--- config.mk ---
export PLATFORM = sky130hd
export DESIGN_NAME = memory_range_type_table_unit
export DESIGN_NICKNAME = d
export VERILOG_FILES = /design/src/rtl/core/mrtt_pkg.sv /design/src/rtl/core/mrtt_ram.sv /design/src/rtl/core/mrtt_ctrl.sv /design/src/rtl/core/memory_range_type_table_unit.sv
export SDC_FILE = /design/constraint.sdc
export NUM_CORES = 2
export LEC_CHECK = 0
export BUFFER_PORTS_ARGS = -buffer_cell sky130_fd_sc_hd__buf_4
export CELL_PAD_IN_SITES_DETAIL_PLACEMENT = 0
export CELL_PAD_IN_SITES_GLOBAL_PLACEMENT = 2
export CORE_AREA = 2 2 563 565
export DETAILED_ROUTE_END_ITERATION = 8
export DIE_AREA = 0 0 565 567
export PLACE_DENSITY = 0.94
export RECOVER_POWER = 100
export SYNTH_ARGS = -nofsm -noshare
export SYNTH_HDL_FRONTEND = slang
export SYNTH_MEMORY_MAX_BITS = 65536
export SYNTH_SLANG_ARGS = --single-unit
export TNS_END_PERCENT = 50
--- constraint.sdc ---
create_clock -name clk -period 40.7 [get_ports clk]
set_input_delay 8.14 -clock clk [delete_from_list [all_inputs] [get_ports clk]]
set_output_delay 8.14 -clock clk [all_outputs]
set_load 0.01 [all_outputs]
--- src/rtl/core/mrtt_pkg.sv ---
// ----------------------------------------------------------------------------
// mrtt_pkg
// shared types and codes for the memory range type table
// ----------------------------------------------------------------------------
package mrtt_pkg;

  localparam int ADDR_W = 64;
  localparam int TYPE_W = 4;
  localparam int CAP_W  = 6;
  localparam int STAT_W = 2;
  localparam int CFG_W  = 6;
  localparam int CFG_IDX_W = 1;

  // transaction kinds
  localparam logic MODE_ADD    = 1'b0;
  localparam logic MODE_LOOKUP = 1'b1;

  // add status codes
  localparam logic [STAT_W-1:0] STAT_STORED       = 2'd0;
  localparam logic [STAT_W-1:0] STAT_OVERFLOW     = 2'd1;
  localparam logic [STAT_W-1:0] STAT_OUT_OF_ORDER = 2'd2;

  // register indexes
  localparam logic [CFG_IDX_W-1:0] REG_CAPACITY      = 1'b0;
  localparam logic [CFG_IDX_W-1:0] REG_RESERVED_TYPE = 1'b1;

  typedef enum logic {
    S_IDLE,
    S_SCAN
  } state_t;

  // one stored range: base, exclusive limit, type code
  typedef struct packed {
    logic [ADDR_W-1:0] base;
    logic [ADDR_W-1:0] lim;
    logic [TYPE_W-1:0] kind;
  } entry_t;

  // configuration seen by the controller
  typedef struct packed {
    logic [CAP_W-1:0]  capacity;
    logic [TYPE_W-1:0] reserved_type;
    logic              clear;
  } cfg_t;

endpackage

--- src/rtl/core/mrtt_ram.sv ---
// ----------------------------------------------------------------------------
// mrtt_ram
// generic single write, single read ram with registered read data
// ----------------------------------------------------------------------------
module mrtt_ram #(
  parameter int WIDTH = 8,
  parameter int DEPTH = 32
) (
  input  logic                                     clk,
  input  logic                                     wr_en,
  input  logic [((DEPTH > 1) ? $clog2(DEPTH) : 1)-1:0] wr_addr,
  input  logic [WIDTH-1:0]                         wr_data,
  input  logic [((DEPTH > 1) ? $clog2(DEPTH) : 1)-1:0] rd_addr,
  output logic [WIDTH-1:0]                         rd_data
);

  logic [WIDTH-1:0] mem [DEPTH];

  always_ff @(posedge clk) begin
    if (wr_en) begin
      mem[wr_addr] <= wr_data;
    end
    rd_data <= mem[rd_addr];
  end

endmodule

--- src/rtl/core/mrtt_ctrl.sv ---
// ----------------------------------------------------------------------------
// mrtt_ctrl
// append and scan sequencer around the range ram
// ----------------------------------------------------------------------------
module mrtt_ctrl #(
  parameter int MAX_RANGES = 32
) (
  input  logic                                clk,
  input  logic                                rst,
  input  mrtt_pkg::cfg_t                      cfg,
  input  logic                                start,
  output logic                                busy,
  input  logic                                mode,
  input  logic [mrtt_pkg::ADDR_W-1:0]         range_start,
  input  logic [mrtt_pkg::ADDR_W-1:0]         range_end,
  input  logic [mrtt_pkg::TYPE_W-1:0]         range_type,
  input  logic [mrtt_pkg::ADDR_W-1:0]         query_address,
  output logic                                done,
  output logic [mrtt_pkg::TYPE_W-1:0]         found_type,
  output logic                                hit,
  output logic [mrtt_pkg::STAT_W-1:0]         add_status,
  output logic                                ram_wr_en,
  output logic [((MAX_RANGES > 1) ? $clog2(MAX_RANGES) : 1)-1:0] ram_wr_addr,
  output mrtt_pkg::entry_t                    ram_wr_data,
  output logic [((MAX_RANGES > 1) ? $clog2(MAX_RANGES) : 1)-1:0] ram_rd_addr,
  input  mrtt_pkg::entry_t                    ram_rd_data
);
  import mrtt_pkg::*;

  localparam int AW    = (MAX_RANGES > 1) ? $clog2(MAX_RANGES) : 1;
  localparam int CNT_W = $clog2(MAX_RANGES + 1);
  localparam int CMP_W = (CNT_W > CAP_W) ? CNT_W : CAP_W;

  state_t            state, state_next;
  logic [CNT_W-1:0]  count;
  logic [CNT_W-1:0]  ptr, ptr_next;
  logic              pend, pend_next;
  logic [ADDR_W-1:0] last_end;
  logic [ADDR_W-1:0] query;
  logic [CNT_W-1:0]  cap_eff;
  logic              accept, add_acc, full, add_store, out_of_order;
  logic              issue, match, fin, fin_hit;

  // effective capacity is min(capacity, table depth)
  always_comb begin
    if (CMP_W'(cfg.capacity) >= CMP_W'(MAX_RANGES)) begin
      cap_eff = CNT_W'(MAX_RANGES);
    end else begin
      cap_eff = CNT_W'(cfg.capacity);
    end
  end

  assign busy         = (state != S_IDLE);
  assign accept       = start && !busy;
  assign add_acc      = accept && (mode == MODE_ADD);
  assign full         = (count >= cap_eff);
  assign add_store    = add_acc && !full;
  assign out_of_order = (count != '0) && (range_start < last_end);

  assign ram_wr_en   = add_store;
  assign ram_wr_addr = count[AW-1:0];
  assign ram_wr_data = '{base: range_start, lim: range_end, kind: range_type};
  assign ram_rd_addr = ptr[AW-1:0];

  assign match = (ram_rd_data.base <= query) && (query < ram_rd_data.lim);

  always_comb begin
    state_next = state;
    ptr_next   = ptr;
    pend_next  = 1'b0;
    issue      = 1'b0;
    fin        = 1'b0;
    fin_hit    = 1'b0;
    case (state)
      S_IDLE: begin
        if (accept && (mode == MODE_LOOKUP)) begin
          state_next = S_SCAN;
          ptr_next   = '0;
        end
      end
      S_SCAN: begin
        issue = (ptr < count);
        if (pend && match) begin
          fin        = 1'b1;
          fin_hit    = 1'b1;
          state_next = S_IDLE;
        end else if (!issue && !pend) begin
          fin        = 1'b1;
          state_next = S_IDLE;
        end else begin
          pend_next = issue;
          if (issue) begin
            ptr_next = ptr + CNT_W'(1);
          end
        end
      end
      default: begin
        state_next = S_IDLE;
      end
    endcase
  end

  always_ff @(posedge clk) begin
    if (rst) begin
      state <= S_IDLE;
      pend  <= 1'b0;
      count <= '0;
      done  <= 1'b0;
    end else begin
      state <= state_next;
      pend  <= pend_next;
      done  <= add_acc || fin;
      if (cfg.clear) begin
        count <= '0;
      end else if (add_store) begin
        count <= count + CNT_W'(1);
      end
    end
  end

  always_ff @(posedge clk) begin
    ptr <= ptr_next;
    if (accept) begin
      query <= query_address;
    end
    if (add_store) begin
      last_end <= range_end;
    end
    if (fin) begin
      found_type <= fin_hit ? ram_rd_data.kind : cfg.reserved_type;
    end else begin
      found_type <= '0;
    end
    hit <= fin_hit;
    if (!add_acc) begin
      add_status <= STAT_STORED;
    end else if (full) begin
      add_status <= STAT_OVERFLOW;
    end else if (out_of_order) begin
      add_status <= STAT_OUT_OF_ORDER;
    end else begin
      add_status <= STAT_STORED;
    end
  end

`ifndef SYNTH
  a_count_bound: assert property (@(posedge clk) disable iff (rst)
    count <= CNT_W'(MAX_RANGES))
    else $error("entry count beyond table depth");

  a_done_idle: assert property (@(posedge clk) disable iff (rst)
    done |-> !busy)
    else $error("result strobe while a scan is still running");

  a_pend_scan: assert property (@(posedge clk) disable iff (rst)
    pend |-> (state == S_SCAN))
    else $error("ram read pending outside a scan");

  a_append: assert property (@(posedge clk) disable iff (rst)
    (add_store && !cfg.clear) |=> (count == $past(count) + CNT_W'(1)))
    else $error("stored range did not advance the count");
`endif

endmodule

--- src/rtl/core/memory_range_type_table_unit.sv ---
// ----------------------------------------------------------------------------
// memory_range_type_table_unit
// appended table of memory ranges with first-match type lookup
// ----------------------------------------------------------------------------
//
// channel  direction  handshake                    payload
// -------  ---------  ---------------------------  ------------------------------------
// item     in         start high while busy low    mode, range_start, range_end,
//                                                  range_type, query_address
// result   out        done high for one cycle      found_type, hit, add_status
// config   in         cfg_we high                  cfg_index, cfg_data
//
// an add transaction shows its result the cycle after accept
// a lookup keeps busy high while it scans and its result shows in the same
//   cycle that busy falls: the single ram read port walks the stored
//   entries one per cycle, stopping at the first match
// busy is high only while a lookup scan runs; adds can follow back to back
// reset returns capacity to 32, reserved type to 0 and empties the table
// the receiver cannot stall: each result is on the ports for one cycle only
// ----------------------------------------------------------------------------
module memory_range_type_table_unit #(
  parameter int MAX_RANGES = 32
) (
  input  logic                                 clk,
  input  logic                                 rst,
  // item channel
  input  logic                                 start,
  output logic                                 busy,
  input  logic                                 mode,
  input  logic [mrtt_pkg::ADDR_W-1:0]          range_start,
  input  logic [mrtt_pkg::ADDR_W-1:0]          range_end,
  input  logic [mrtt_pkg::TYPE_W-1:0]          range_type,
  input  logic [mrtt_pkg::ADDR_W-1:0]          query_address,
  // result channel
  output logic                                 done,
  output logic [mrtt_pkg::TYPE_W-1:0]          found_type,
  output logic                                 hit,
  output logic [mrtt_pkg::STAT_W-1:0]          add_status,
  // configuration write port
  input  logic                                 cfg_we,
  input  logic [mrtt_pkg::CFG_IDX_W-1:0]       cfg_index,
  input  logic [mrtt_pkg::CFG_W-1:0]           cfg_data
);
  import mrtt_pkg::*;

  localparam int AW = (MAX_RANGES > 1) ? $clog2(MAX_RANGES) : 1;

  logic [CAP_W-1:0]  capacity;
  logic [TYPE_W-1:0] reserved_type;
  cfg_t              cfg;

  logic              ram_wr_en;
  logic [AW-1:0]     ram_wr_addr;
  entry_t            ram_wr_data;
  logic [AW-1:0]     ram_rd_addr;
  entry_t            ram_rd_data;

  // configuration registers; a capacity write also empties the table
  always_ff @(posedge clk) begin
    if (rst) begin
      capacity      <= CAP_W'(32);
      reserved_type <= '0;
    end else if (cfg_we) begin
      case (cfg_index)
        REG_CAPACITY:      capacity      <= cfg_data[CAP_W-1:0];
        REG_RESERVED_TYPE: reserved_type <= cfg_data[TYPE_W-1:0];
        default: begin
        end
      endcase
    end
  end

  assign cfg.capacity      = capacity;
  assign cfg.reserved_type = reserved_type;
  assign cfg.clear         = cfg_we && (cfg_index == REG_CAPACITY);

  // range storage: base, limit and type packed into one word per entry
  mrtt_ram #(
    .WIDTH ($bits(entry_t)),
    .DEPTH (MAX_RANGES)
  ) u_ram (
    .clk     (clk),
    .wr_en   (ram_wr_en),
    .wr_addr (ram_wr_addr),
    .wr_data (ram_wr_data),
    .rd_addr (ram_rd_addr),
    .rd_data (ram_rd_data)
  );

  // append and scan sequencer
  mrtt_ctrl #(
    .MAX_RANGES (MAX_RANGES)
  ) u_ctrl (
    .clk           (clk),
    .rst           (rst),
    .cfg           (cfg),
    .start         (start),
    .busy          (busy),
    .mode          (mode),
    .range_start   (range_start),
    .range_end     (range_end),
    .range_type    (range_type),
    .query_address (query_address),
    .done          (done),
    .found_type    (found_type),
    .hit           (hit),
    .add_status    (add_status),
    .ram_wr_en     (ram_wr_en),
    .ram_wr_addr   (ram_wr_addr),
    .ram_wr_data   (ram_wr_data),
    .ram_rd_addr   (ram_rd_addr),
    .ram_rd_data   (ram_rd_data)
  );

endmodule

==> run summary <==
First-pass GRT wire length -> 642100 microns
Storage element area -> 134000 sq um
Hold Buf Count CTS -> 0
# fillers -> 19950
Worst hold path type -> flip-flop to flip-flop
Num CTS Buffers -> 425
Setup slack after layout -> 14.28 ns
Tightest Pin Transition -> 11.35 ns
Multi-input gate area -> 36330 sq um
Yosys reg bits -> 4516
Starting density of the core -> 54.91%
CP Buf/Inv Count -> 6
Outcome -> complete, but fails checks
Postcts setup bufs -> 0
Slew margin rel. -> -656.7%
Final Hold Fails -> 0
Highest-delay cell along the critical path -> clkbuf_1
Synth Cell Area -> 172400 sq um
Longest Clk Path Bufs -> 4
Power Dens Cells -> 50.88 nW/um^2
Post-synth EDFFs -> 4358
Tot GR Track Use -> 28.50%
Setup_tns -> 0 ns
Crit start category -> input port
Worst-skew pair later-pin latency -> 1.01 ns
Failing checks -> capacitance limit, slew limit
DIE AREA -> 320400 sq um
Nets -> 8005
Yosys top cell area share -> 75.92%
Static leakage -> 0.06053 uW
Worst Setup End Kind -> flip-flop
Final Cycle Share -> 64.92%
Worst R2R Start -> u_ctrl.ptr[1]
Final wirelength -> 455600 microns
Max Clock Skew -> 0.1006 ns
Hold EP -> capacity[0]
Worst R2R Setup Slack -> 20.88 ns
Cell taking the most area after synthesis -> edfxtp_1
Worst R2R End -> u_ram.rd_data[53]
Final Setup Violations -> 0
Fin. max-slew vios -> 8775
CP Max Fanout -> 87
RSZ-0062 raised after global routing -> no
Avg WL per Cell -> 37.54 microns
Top achievable clock speed -> 0.03784 GHz
Row cnt -> 206
Fin crit period -> 26.42 ns
Peak supply drop -> 0.04637 mV
Worst Path Required -> 41.15 ns
CP top delay family -> buffers and inverters
Synth unique cells -> 50
Vias per cell -> 6.828
CP Data Arrival Time -> 26.87 ns
Core footprint -> 313900 sq um
# DRC -> 0
Half-perimeter wire length after placement -> 240100 microns
Most common cell after layout, fill and taps aside -> edfxtp_1
Yosys warns -> 0
Clock Tree Root -> clkbuf_16
Avg Cell Area, Syn -> 24.23 sq um
Critical path's largest stage delay -> 6.23 ns
Register area share after synthesis -> 77.76%
Drt first pass iters -> 6
Chip height -> 567 microns
WHS Path Cells -> 2
Top FF cell, synth -> edfxtp_1
Share of flip-flops with an asynchronous set or reset -> 0%
Largest net degree at the start of global routing -> 162
Commonest cells after routing, fill and taps aside -> 4358 x edfxtp_1, 1320 x mux4_2, 429 x clkbuf_16
Clock sink count -> 4516
PortBufs -> 216
Final GP Congestion -> 0.8711
H-tree level count -> 5
Max Cap Viol -> 214
Die Wd -> 565 microns
IO Pins -> 217
Vias in the first global route -> 83800
CTS tree -> done
Remaining Overflow, GRT -> 0
Layout Area Growth over Synthesis -> 11.66%
Net count after synthesis -> 7529
Hold path start -> capacity[0]
Clk pin slew, worst setup/hold paths -> 0.06 ns
Antenna violations before repair -> 52
Number of cells upsized or downsized after cts -> 0
Layout cells sized above 1 -> 26.87%
WS Path Type -> input port to flip-flop
Gate Count Post-Synth -> 7115
Worst path cell trace -> clkbuf_4 -> nor2b_1 -> clkbuf_1 -> nand2b_1 -> a211oi_4 -> clkbuf_1 -> clkbuf_1 -> nand2_1 -> nor2_1 -> clkbuf_1 -> clkbuf_1
Synth top area cells -> edfxtp_1 76%, mux4_2 17%, dfxtp_1 1.8%
Routed via count -> 82870
Initial drt markers -> 12890
Pre-CTS WS -> 26.13 ns
Most frequent CP cell -> clkbuf_1
Length in cells of the worst reg-to-reg path -> 7
ANT nets after route -> 0
[flip-flops by register name (all words and copies together), names as in the netlist]
signal	cells
u_ctrl.last_end	64
u_ctrl.pend	1
u_ctrl.add_status	2
u_ctrl.done	1
u_ctrl.busy	1
reserved_type	4
u_ctrl.ptr	6
u_ctrl.count	6
capacity	6
u_ram.mem	4224
u_ctrl.hit	1
u_ctrl.found_type	4
u_ram.rd_data	132
u_ctrl.query	64
[stage by stage]
stage	util [%]	area (sq um)	hold WS, ns	std cells	power [uW]
5_1_grt	61.30	192500	0.4870	12130	10010
6_report	61.31	192500	0.4586	12140	9794
3_3_place_gp	57.14	179400	0.4441	11320	5790
2_1_floorplan	-	172400	0.4318	7115	5563
3_5_place_dp	57.14	179400	0.4530	11320	5807
4_1_cts	61.68	193600	0.4610	12120	9795
[cell families (layout without fill, tap and decap cells)]
group | after synthesis | in the layout | share of synthesized area [%]
mux | 1452 | 1452 | 18.11
xor+xnor | 8 | 8 | 0.04065
simple gates | 237 | 237 | 0.6598
fa+ha+maj | 206 | 206 | 1.495
compound gates | 184 | 184 | 0.7005
other cells | 0 | 20 | 0
buf+inv | 512 | 1353 | 1.238
flops | 4516 | 4516 | 77.76
[layer usage]
metal / share of wire [%] / track usage [%] / routed length (microns)
met5: 0.035 / 0 / 161
met4: 5.2 / 12.69 / 23770
met3: 11 / 5.569 / 49090
met2: 50 / 46.31 / 226600
met1: 34 / 37.78 / 155900
[where the power goes]
group	internal (uW)	switching (uW)	total (uW)
logic	248	331	579
registers	5140	32.6	5170
clock network	2280	1760	4040
[worst max-delay path by stage]
| stage | slack, ns | cells after the start | start | to |
|---|---|---|---|---|
| floorplan | 21.25 | 6 | start | u_ram.mem[25][0] |
| global placement | 26.27 | 12 | start | u_ram.mem[23][14] |
| detailed placement | 26.13 | 12 | start | u_ram.mem[23][14] |
| CTS | 27.11 | 11 | start | u_ram.mem[1][124] |
| global route | 13.62 | 11 | start | u_ram.mem[9][63] |
| finish | 14.28 | 11 | start | u_ram.mem[0][34] |
[area by class of cell]
type                       count  area share (%)
timing repair buffer         362          0.9680
tap                         4160           2.704
clock inverter               242           1.422
sequential                  4516           69.64
clock buffer                 550           5.980
multi-input combinational   2087           18.87
antenna                       20         0.02600
inverter                     199          0.3881
[tightest hold or removal path, stage by stage, from the launching register on]
cell,delay [ns]
dfxtp_1,0.31
nand2_1,0.05
a21oi_1,0.05
[synth_stat cells, types with 3 or more instances]
| master | count |
|---|---|
| nor3b_1 | 3 |
| mux2_2 | 132 |
| a221oi_1 | 4 |
| nor4_1 | 6 |
| nor2_1 | 63 |
| o211ai_1 | 9 |
| nand2b_1 | 8 |
| buf_2 | 67 |
| o2111ai_1 | 3 |
| a211oi_1 | 12 |
| a21oi_1 | 68 |
| dfxtp_1 | 158 |
| and3_1 | 4 |
| inv_1 | 197 |
| nand3_1 | 35 |
| buf_1 | 65 |
| edfxtp_1 | 4358 |
| a21o_1 | 40 |
| buf_4 | 22 |
| a211o_1 | 3 |
| a32o_1 | 4 |
| mux4_2 | 1320 |
| xnor2_1 | 6 |
| nand4_1 | 33 |
| nor2b_1 | 6 |
| clkbuf_1 | 153 |
| ha_1 | 206 |
| nor3_1 | 9 |
| a2111oi_0 | 3 |
| o21bai_1 | 4 |
| o21ai_0 | 22 |
| nand2_1 | 60 |
| buf_6 | 6 |
| and4_1 | 3 |
No activity file was read; power rests on OpenSTA's default activity.
